--- src/rtl/core/crbr_pkg.sv ---
package crbr_pkg;

	// Access codes carried in the op field
	localparam logic [1:0] OP_START  = 2'd0;
	localparam logic [1:0] OP_READ   = 2'd1;
	localparam logic [1:0] OP_STATUS = 2'd2;
	localparam logic [1:0] OP_NOP    = 2'd3;

	// Size codes with a meaning of their own
	localparam logic [2:0] SIZE_NONE = 3'd0;
	localparam logic [2:0] SIZE_WORD = 3'd7;

	localparam logic [7:0]  GET_DATA_CMD = 8'hB7;
	localparam logic [31:0] SECURE_LIMIT = 32'h0000_8000;
	localparam logic [31:0] ALL_ONES     = 32'hFFFF_FFFF;

	// Fetch addresses wrap inside one page
	localparam int unsigned PAGE_BYTES = 4096;
	localparam logic [31:0] PAGE_MASK  = 32'(PAGE_BYTES - 1);

	localparam int unsigned CNT_W = 13;
	typedef logic [CNT_W-1:0] count_t;

	typedef struct packed {
		logic [31:0] read_data;
		logic [31:0] fetch_address;
		logic        busy_res;
		logic        data_ready;
		logic        done_irq;
		logic        stray_read;
		logic        spin_status;
	} result_t;

	// Words in a block for a size code: 256 << code bytes, 4 bytes a word
	function automatic count_t words_for_code(input logic [2:0] code);
		count_t n;
		case (code)
			SIZE_NONE: n = '0;
			SIZE_WORD: n = count_t'(1);
			default:   n = count_t'(13'd64 << code);
		endcase
		return n;
	endfunction

endpackage

--- src/rtl/core/crbr_in_if.sv ---
interface crbr_in_if;
	import crbr_pkg::*;

	logic        valid;
	logic        ready;
	logic [1:0]  op;
	logic [7:0]  command_code;
	logic [31:0] rom_address;
	logic [2:0]  size_code;
	logic [31:0] rom_word;

	modport source (output valid, op, command_code, rom_address, size_code, rom_word,
		input ready);
	modport sink (input valid, op, command_code, rom_address, size_code, rom_word,
		output ready);
endinterface

--- src/rtl/core/crbr_out_if.sv ---
interface crbr_out_if;
	import crbr_pkg::*;

	logic        valid;
	logic        ready;
	logic [31:0] read_data;
	logic [31:0] fetch_address;
	logic        busy_res;
	logic        data_ready;
	logic        done_irq;
	logic        stray_read;
	logic        spin_status;

	modport source (output valid, read_data, fetch_address, busy_res, data_ready, done_irq,
		stray_read, spin_status, input ready);
	modport sink (input valid, read_data, fetch_address, busy_res, data_ready, done_irq,
		stray_read, spin_status, output ready);
endinterface

--- src/rtl/core/card_rom_block_reader_unit.sv ---
// Each accepted item yields a registered result. Throughput: one item per
// cycle while no result waits; the block state and the result register or
// skid entry are updated in the same cycle. While a result waits, a skid
// entry takes one more item, then the input stalls until the result leaves.
// Reset (arst_n low, asynchronous): no block in flight, counters and start
// address cleared, completion interrupt disabled, output buffer empty.
module card_rom_block_reader_unit (
	input  logic      clk,
	input  logic      arst_n,
	input  logic      cfg_we,
	input  logic      cfg_data,
	crbr_in_if.sink   req,
	crbr_out_if.source rsp
);
	import crbr_pkg::*;

	logic        irq_en_q;
	logic        block_active_q;
	logic [31:0] block_start_q;
	logic        is_get_data_q;
	count_t      word_total_q;
	count_t      words_done_q;

	logic        out_valid_q;
	logic        skid_valid_q;
	result_t     out_q;
	result_t     skid_q;

	logic        accept;
	logic        load_out;
	logic        nx_active;
	logic [31:0] nx_start;
	logic        nx_get_data;
	count_t      nx_total;
	count_t      nx_done;
	count_t      done_inc;
	logic [31:0] off;
	logic        start_gd;
	result_t     res;

	assign accept   = req.valid && req.ready;
	assign req.ready = !skid_valid_q;
	assign load_out = !out_valid_q || rsp.ready;

	// Configuration register
	always_ff @(posedge clk or negedge arst_n) begin
		if (!arst_n) begin
			irq_en_q <= 1'b0;
		end else if (cfg_we) begin
			irq_en_q <= cfg_data;
		end
	end

	// Next block state and the result of the current item
	assign done_inc = words_done_q + count_t'(1);
	assign off      = (block_start_q + {17'd0, words_done_q, 2'b00}) & PAGE_MASK;
	assign start_gd = (req.command_code == GET_DATA_CMD);

	always_comb begin
		nx_active   = block_active_q;
		nx_start    = block_start_q;
		nx_get_data = is_get_data_q;
		nx_total    = word_total_q;
		nx_done     = words_done_q;
		res.read_data     = ALL_ONES;
		res.fetch_address = '0;
		res.done_irq      = 1'b0;
		res.stray_read    = 1'b0;
		// busy and data-ready always move together, so a spin is never seen
		res.spin_status   = 1'b0;
		case (req.op)
			OP_START: begin
				nx_get_data = start_gd;
				// low get-data addresses map into the secure area window
				if (start_gd && (req.rom_address < SECURE_LIMIT)) begin
					nx_start = SECURE_LIMIT + {23'd0, req.rom_address[8:0]};
				end else begin
					nx_start = req.rom_address;
				end
				nx_total  = words_for_code(req.size_code);
				nx_done   = '0;
				nx_active = (nx_total != '0);
				if (!nx_active) begin
					res.done_irq = irq_en_q;
				end
			end
			OP_READ: begin
				if (!block_active_q) begin
					res.stray_read = 1'b1;
				end else begin
					if (is_get_data_q) begin
						res.fetch_address = (block_start_q & ~PAGE_MASK) | off;
						res.read_data     = req.rom_word;
					end
					nx_done = done_inc;
					if (done_inc == word_total_q) begin
						nx_active    = 1'b0;
						res.done_irq = irq_en_q;
					end
				end
			end
			OP_STATUS: begin
			end
			default: begin
			end
		endcase
		res.busy_res   = nx_active;
		res.data_ready = nx_active;
	end

	// Block state, updated once per accepted item
	always_ff @(posedge clk or negedge arst_n) begin
		if (!arst_n) begin
			block_active_q <= 1'b0;
			block_start_q  <= '0;
			is_get_data_q  <= 1'b0;
			word_total_q   <= '0;
			words_done_q   <= '0;
		end else if (accept) begin
			block_active_q <= nx_active;
			block_start_q  <= nx_start;
			is_get_data_q  <= nx_get_data;
			word_total_q   <= nx_total;
			words_done_q   <= nx_done;
		end
	end

	// Output buffer control: result register plus skid entry
	always_ff @(posedge clk or negedge arst_n) begin
		if (!arst_n) begin
			out_valid_q  <= 1'b0;
			skid_valid_q <= 1'b0;
		end else if (load_out) begin
			if (skid_valid_q) begin
				out_valid_q  <= 1'b1;
				skid_valid_q <= accept;
			end else begin
				out_valid_q  <= accept;
			end
		end else if (accept) begin
			skid_valid_q <= 1'b1;
		end
	end

	// Output buffer payload
	always_ff @(posedge clk) begin
		if (load_out) begin
			if (skid_valid_q) begin
				out_q  <= skid_q;
				skid_q <= res;
			end else begin
				out_q  <= res;
			end
		end else if (accept) begin
			skid_q <= res;
		end
	end

	assign rsp.valid         = out_valid_q;
	assign rsp.read_data     = out_q.read_data;
	assign rsp.fetch_address = out_q.fetch_address;
	assign rsp.busy_res      = out_q.busy_res;
	assign rsp.data_ready    = out_q.data_ready;
	assign rsp.done_irq      = out_q.done_irq;
	assign rsp.stray_read    = out_q.stray_read;
	assign rsp.spin_status   = out_q.spin_status;

`ifndef SYNTHESIS
	// skid entry is only filled behind a waiting result
	a_skid_behind_out: assert property (@(posedge clk) disable iff (!arst_n)
		skid_valid_q |-> out_valid_q)
		else $error("skid entry valid with empty result register");

	// an active block never has all its words done
	a_count_in_range: assert property (@(posedge clk) disable iff (!arst_n)
		block_active_q |-> (words_done_q < word_total_q))
		else $error("word count reached total with block active");

	// a stray read hands out nothing
	a_stray_blank: assert property (@(posedge clk) disable iff (!arst_n)
		(out_valid_q && out_q.stray_read) |->
		(out_q.read_data == ALL_ONES && out_q.fetch_address == '0))
		else $error("stray read returned data");

	// the completion interrupt comes only with busy dropped
	a_irq_idle: assert property (@(posedge clk) disable iff (!arst_n)
		(out_valid_q && out_q.done_irq) |-> !out_q.busy_res)
		else $error("completion interrupt with block still busy");
`endif

endmodule

--- src/flat_wrapper.sv ---
// flat-port wrapper written by rule: the top's interface ports become plain ports
module card_rom_block_reader_unit_flat import crbr_pkg::*;
  (clk, arst_n, cfg_we, cfg_data, req_valid, req_op, req_command_code, req_rom_address, req_size_code, req_rom_word, req_ready, rsp_valid, rsp_read_data, rsp_fetch_address, rsp_busy_res, rsp_data_ready, rsp_done_irq, rsp_stray_read, rsp_spin_status, rsp_ready);
  crbr_in_if req_i ();
  crbr_out_if rsp_i ();
  input  logic clk;
  input  logic arst_n;
  input  logic cfg_we;
  input  logic cfg_data;
  input wire logic [$bits(req_i.valid)-1:0] req_valid;
  input wire logic [$bits(req_i.op)-1:0] req_op;
  input wire logic [$bits(req_i.command_code)-1:0] req_command_code;
  input wire logic [$bits(req_i.rom_address)-1:0] req_rom_address;
  input wire logic [$bits(req_i.size_code)-1:0] req_size_code;
  input wire logic [$bits(req_i.rom_word)-1:0] req_rom_word;
  output wire logic [$bits(req_i.ready)-1:0] req_ready;
  output wire logic [$bits(rsp_i.valid)-1:0] rsp_valid;
  output wire logic [$bits(rsp_i.read_data)-1:0] rsp_read_data;
  output wire logic [$bits(rsp_i.fetch_address)-1:0] rsp_fetch_address;
  output wire logic [$bits(rsp_i.busy_res)-1:0] rsp_busy_res;
  output wire logic [$bits(rsp_i.data_ready)-1:0] rsp_data_ready;
  output wire logic [$bits(rsp_i.done_irq)-1:0] rsp_done_irq;
  output wire logic [$bits(rsp_i.stray_read)-1:0] rsp_stray_read;
  output wire logic [$bits(rsp_i.spin_status)-1:0] rsp_spin_status;
  input wire logic [$bits(rsp_i.ready)-1:0] rsp_ready;
  assign req_i.valid = req_valid;
  assign req_i.op = req_op;
  assign req_i.command_code = req_command_code;
  assign req_i.rom_address = req_rom_address;
  assign req_i.size_code = req_size_code;
  assign req_i.rom_word = req_rom_word;
  assign req_ready = req_i.ready;
  assign rsp_valid = rsp_i.valid;
  assign rsp_read_data = rsp_i.read_data;
  assign rsp_fetch_address = rsp_i.fetch_address;
  assign rsp_busy_res = rsp_i.busy_res;
  assign rsp_data_ready = rsp_i.data_ready;
  assign rsp_done_irq = rsp_i.done_irq;
  assign rsp_stray_read = rsp_i.stray_read;
  assign rsp_spin_status = rsp_i.spin_status;
  assign rsp_i.ready = rsp_ready;
  card_rom_block_reader_unit u_core (.clk(clk), .arst_n(arst_n), .cfg_we(cfg_we), .cfg_data(cfg_data), .req(req_i), .rsp(rsp_i));
endmodule
--- config.mk ---
export PLATFORM = sky130hd
export DESIGN_NAME = card_rom_block_reader_unit_flat
export DESIGN_NICKNAME = d
export VERILOG_FILES = /design/src/rtl/core/crbr_pkg.sv /design/src/rtl/core/crbr_in_if.sv /design/src/rtl/core/crbr_out_if.sv /design/src/rtl/core/card_rom_block_reader_unit.sv /design/src/flat_wrapper.sv
export SDC_FILE = /design/constraint.sdc
export NUM_CORES = 1
export LEC_CHECK = 0
export BUFFER_PORTS_ARGS = -buffer_cell sky130_fd_sc_hd__buf_4
export CORE_ASPECT_RATIO = 1.5
export CORE_MARGIN = 2
export CORE_UTILIZATION = 45
export DETAILED_ROUTE_END_ITERATION = 6
export GPL_ROUTABILITY_DRIVEN = 0
export GPL_TIMING_DRIVEN = 1
export HOLD_SLACK_MARGIN = 0.12
export PLACE_DENSITY = 0.66
export SLEW_MARGIN = 20
export SYNTH_ARGS = -nofsm -noshare
export SYNTH_HDL_FRONTEND = slang
export SYNTH_SLANG_ARGS = --single-unit
--- constraint.sdc ---
create_clock -name clk -period 8.09 [get_ports clk]
set_input_delay 0.4045 -clock clk [delete_from_list [all_inputs] [get_ports clk]]
set_output_delay 0.4045 -clock clk [all_outputs]
set_load 0.02 [all_outputs]
### Word level (Yosys, flattened, before mapping)

Index checks and enable logic that the tools add are counted.

| storage, ports and cells | value |
|---|---|
| output and inout port bits | 71 |
| register bits | 201 |
| bits of input ports | 83 |
| word-level logic and storage cells | 72 |

| cells by class | value |
|---|---|
| shift operators | 1 |
| bitwise operators | 1 |
| $add $sub $neg | 3 |
| eq/ne operators | 6 |
| order comparisons | 1 |
| mux-type cells | 25 |
| reductions and logical operators | 13 |

Operators with widths:

| operator | count |
|---|---|
| 69-bit 2-to-1 mux | 4 |
| 64-bit 2-to-1 mux | 3 |
| 13-bit one-hot mux with 2 select lines | 2 |
| 32-bit by 16-bit less-than comparator with 1-bit output, second input constant | 1 |
| 32-bit 2-to-1 mux | 1 |
| 32-bit by 12-bit bitwise OR with 32-bit output | 1 |
| 13-bit 2-to-1 mux | 2 |
| 16-bit by 9-bit adder with 17-bit output, first input constant | 1 |
| 13-bit by 1-bit adder with 13-bit output, second input constant | 1 |
| 13-bit equality test | 1 |
| 13-bit nonzero test | 1 |
| 7-bit by 3-bit left shift with 13-bit output, first input constant | 1 |
| 12-bit adder | 1 |
| 1-bit 2-to-1 mux | 11 |
| 8-bit equality test, second input constant | 1 |
| 2-bit by 1-bit inequality test with 1-bit output, second input constant | 2 |
| 1-bit one-hot mux with 2 select lines | 2 |
| 2-bit AND reduction | 2 |
| 2-bit nonzero test | 2 |
| 3-bit equality test, second input constant | 1 |
| 3-bit zero test | 1 |
| 3-bit AND reduction | 1 |
| 2-bit by 1-bit equality test with 1-bit output, second input constant | 1 |
| 1-bit logical AND | 2 |
| other kinds (3) | 4 |

### Depth between registers and ports, before layout

| depth | value |
|---|---|
| word-level depth | 8 |
| mapped depth | 9 |
| depth with buffers taken out | 9 |

### Worst setup path after synthesis

No wires, ideal clock.

| timing | value |
|---|---|
| path type | register -> register |
| start point | reg u_core.out_valid_q, in the netlist u_core.rsp.valid |
| end point | reg u_core.skid_q[10] (netlist name) (enable) |
| buffers on the path | 0 |
| path slack | 505 ps |
| required time | 7506 ps |
| library setup time | 584 ps |
| clock period less this slack | 7585 ps |
| cell stages (with the launch flop) | 3 |
| arrival time | 7001 ps |
| cells stage by stage | dfrtp_1 > nand2b_1 > o21ai_0 |

| between the ends | value |
|---|---|
| cells in the longest elaborated chain, start to end | 4 |
| elaborated cells on any way between the ends | 5 |
| those cells by class | 1 x eq/ne; 4 x reduce/logical |

Ends and longest elaborated chain:

| what | RTL line | RTL |
|---|---|---|
| start: declaration | card_rom_block_reader_unit.sv:24 | `logic out_valid_q;` |
| start signal: assignment | card_rom_block_reader_unit.sv:138 | `out_valid_q <= accept;` |
| 1-bit zero test * | card_rom_block_reader_unit.sv:43 | `assign load_out = !out_valid_q \|\| rsp.ready;` |
| 1-bit logical OR * | card_rom_block_reader_unit.sv:43 |  |
| 2-bit by 1-bit inequality test with 1-bit output (no line) or 2-bit nonzero test (tied branches) | n/a |  |
| 2-bit AND reduction (no line) * | n/a |  |
| end signal: assignment | card_rom_block_reader_unit.sv:150 | `skid_q <= res;` |
| end signal: assignment | card_rom_block_reader_unit.sv:155 | `skid_q <= res;` |
| end: declaration | card_rom_block_reader_unit.sv:27 | `result_t skid_q;` |

Every way passes the cells marked *; elsewhere a longest branch is shown, timed or not.
A chain may end at the register's enable or synchronous reset.

### Final worst setup path

| timing | value |
|---|---|
| start point | reg u_core.out_valid_q, in the netlist u_core.rsp.valid |
| end point | reg u_core.skid_q[22] (netlist name) (enable) |

Same word-level chain as after synthesis.

==> results.txt <==
Clock Tree Buf Depth = 2
Mapped Area = 0.00853 mm²
Hold Fails Final Rpt = 0
Clock transition at path regs = 0.07 ns
clock skew = 0.0101 ns
peak supply drop = 0.000109 V
WP data arrival = 2.88 ns
CP startpoint kind = flip-flop
Row Count = 61
post-route cell area = 0.0105 mm²
max cap viols = 0
number of buffers added on ports = 152
initial antenna violation count = 0
Clock Root Buffer = clkbuf_16
number of setup violations in the final report = 0
Final Core Density = 0.564
CTS buffer count = 17
worst path required time = 8.16 ns
post-DP HPWL = 13,100 µm
Worst-Skew Late Latency = 0.43 ns
most frequent cell after synthesis = edfxtp_1
Final nets = 906
die area = 0.0201 mm²
FMAX = 355 MHz
RSZ-0062 raised after global routing = no
Routed WL = 18,900 µm
crit path kind = reg2reg
ys async rst share = 0.302
pwr dens = 216 mW/mm²
total power = 2260 µW
Post-synth EDFFs = 134
vias per inst = 5.27
postcts setup bufs = 0
Worst-Margin Slew = 0.995 ns
Final period util = 0.348
Slew Limit Fails = 0
ANT nets after route = 0
P_leak = 0.00407 µW
synth unique cells = 57
total gr overflow = 0
residual DRC count = 0
fin crit period = 2.82 ns
synth cell count leaders = 134 x edfxtp_1, 114 x nand2_1, 59 x mux2_2, 58 x dfrtp_1, 36 x nand2b_1
CTS tree = built
layout cells sized above 1 = 0.320
DRT Pass-1 Iters = 5
# diodes = 0
Synth Register Bits = 192
Post-synth top flop = edfxtp_1
CTS HTree Levels = 4
num ports = 154
Final TNS setup = 0 ns
CP Capture Type = flip-flop
vias in the first global route = 5,918
post-synth top area cell = edfxtp_1
Wirelength per Cell = 17.5 µm
Gate Count Post-Synth = 671
Fillers = 1,570
Area contributors post-synth = edfxtp_1 47%, dfrtp_1 17%, mux2_2 7.8%
synth-to-layout area growth = 22.7%
Clock Sinks = 192
die width = 116 µm
Yosys top cell area share = 0.472
run status = completed
placed cell area = 0.00989 mm²
Max Fanout on Critical Path = 71
GRT Total Usage = 0.193
Hold Path Class = in2reg
Iter 0 DRT Violations = 369
Core ar. = 0.0185 mm²
detailed-route via count = 5,671
sequential area share after synthesis = 0.642
synth warn = 0
first-pass GRT wire length = 29,900 µm
Max-slew headroom = 0.336
Initial Utilization = 0.460
die height = 173 µm
largest net degree at the start of global routing = 72
syn nets = 765
Avg Cell Area, Syn = 12.7 µm²
## worst paths after layout
check	start	to	slack, ns	cells after the start
worst max-delay path	u_core.rsp.valid$_DFFE_PN0N_	u_core.skid_q[22]$_DFFE_PP_	5.27	3
worst min-delay path	req_rom_address[4]	u_core.block_start_q[4]$_DFFE_PN0P_	0.17	3
worst max register to register	u_core.rsp.valid$_DFFE_PN0N_	u_core.skid_q[22]$_DFFE_PP_	5.27	3
worst min register to register	u_core.block_start_q[1]$_DFFE_PN0P_	u_core.block_start_q[1]$_DFFE_PN0P_	0.47	2
max in group asynchronous	arst_n	u_core.skid_valid_q$_DFFE_PN0P_	6.99	2
min in group asynchronous	arst_n	u_core.block_start_q[20]$_DFFE_PN0P_	0.58	2
## metrics by stage
step	cells	worst slack, ns	hold slack (ns)
4_1_cts	1076	5.20	0.156
2_1_floorplan	671	0.505	0.109
5_1_grt	1076	5.03	0.167
3_3_place_gp	1044	5.11	0.452
6_report	1076	5.27	0.168
3_5_place_dp	1044	5.02	0.456
## report_power, final
part	switching (µW)	internal (µW)	total, µW
logic	154	116	270
registers	45.1	1130	1170
clock network	361	455	816
total	560	1700	2260
## layout by cell type, fill, tap and decap left out, types with 3 or more instances in the layout
cell type / synthesis / layout
ha_1: 10 / 10
nor2_1: 25 / 24
nor2b_1: 3 / 3
a211oi_1: 3 / 3
and3_2: 4 / 4
dfrtp_1: 58 / 58
nand2_1: 114 / 114
nor4_1: 6 / 6
nand3_1: 6 / 6
o31ai_1: 20 / 20
xnor2_1: 10 / 10
and3_1: 25 / 25
clkbuf_16: 0 / 17
a22o_1: 6 / 6
or3_1: 3 / 3
clkinv_4: 0 / 3
edfxtp_1: 134 / 134
o21ai_0: 24 / 23
buf_4: 2 / 158
nand4_1: 4 / 4
xor2_1: 10 / 10
inv_1: 10 / 10
o41ai_1: 5 / 5
clkinvlp_4: 0 / 3
and2_1: 4 / 3
nand2b_1: 36 / 35
mux2_2: 59 / 59
nor3_1: 6 / 6
a21oi_1: 19 / 19
## layer usage
metal  up-vias  part of all wire  track usage
met3        27             0.046       0.0400
met1      2744              0.42        0.240
li1       2720                 -            -
met4         0             0.021       0.0739
met5         -                 0            0
met2       180              0.51        0.326
## flip-flops by register name (all words and copies together) (netlist names)
name	count
u_core.rsp.fetch_address	32
u_core.rsp.data_ready	1
u_core.rsp.done_irq	1
u_core.skid_q	67
u_core.rsp.valid	1
u_core.skid_valid_q	1
u_core.rsp.read_data	32
u_core.word_total_q	8
u_core.is_get_data_q	1
u_core.rsp.stray_read	1
u_core.block_active_q	1
u_core.irq_en_q	1
u_core.block_start_q	32
u_core.words_done_q	13
## worst max-delay path, stage by stage (launching register included)
cell and delay (ns):
dfrtp_1 0.41, nand2b_4 0.55, o21ai_4 0.84, buf_4 0.62
## final cells by class
cell class	instances	area, µm²	share of cell area
clock inverter	12	135	0.0129
multi-input combinational	431	2870	0.274
sequential	192	5480	0.523
inverter	11	41.3	0.00395
timing repair buffer	159	1200	0.114
clock buffer	19	433	0.0414
tap	252	315	0.0301
## cell families after synthesis
group | Yosys count | synth area share
AOI/OAI and AO/OA | 92 | 0.0725
xor gates and xnor gates | 20 | 0.0205
adders and majority gates | 11 | 0.0170
buffers and inverters | 48 | 0.0246
DFF | 192 | 0.642
muxes | 59 | 0.0779
other | 1 | 0.000440
and+or+nand+nor | 248 | 0.145
## what timing repair did
item	4_1_cts	5_1_grt
resized for setup	0	0
hold endpoints to repair	58	0
hold buffers	1	0
setup endpoints to repair	0	0
(Power assumes the default switching activity.)
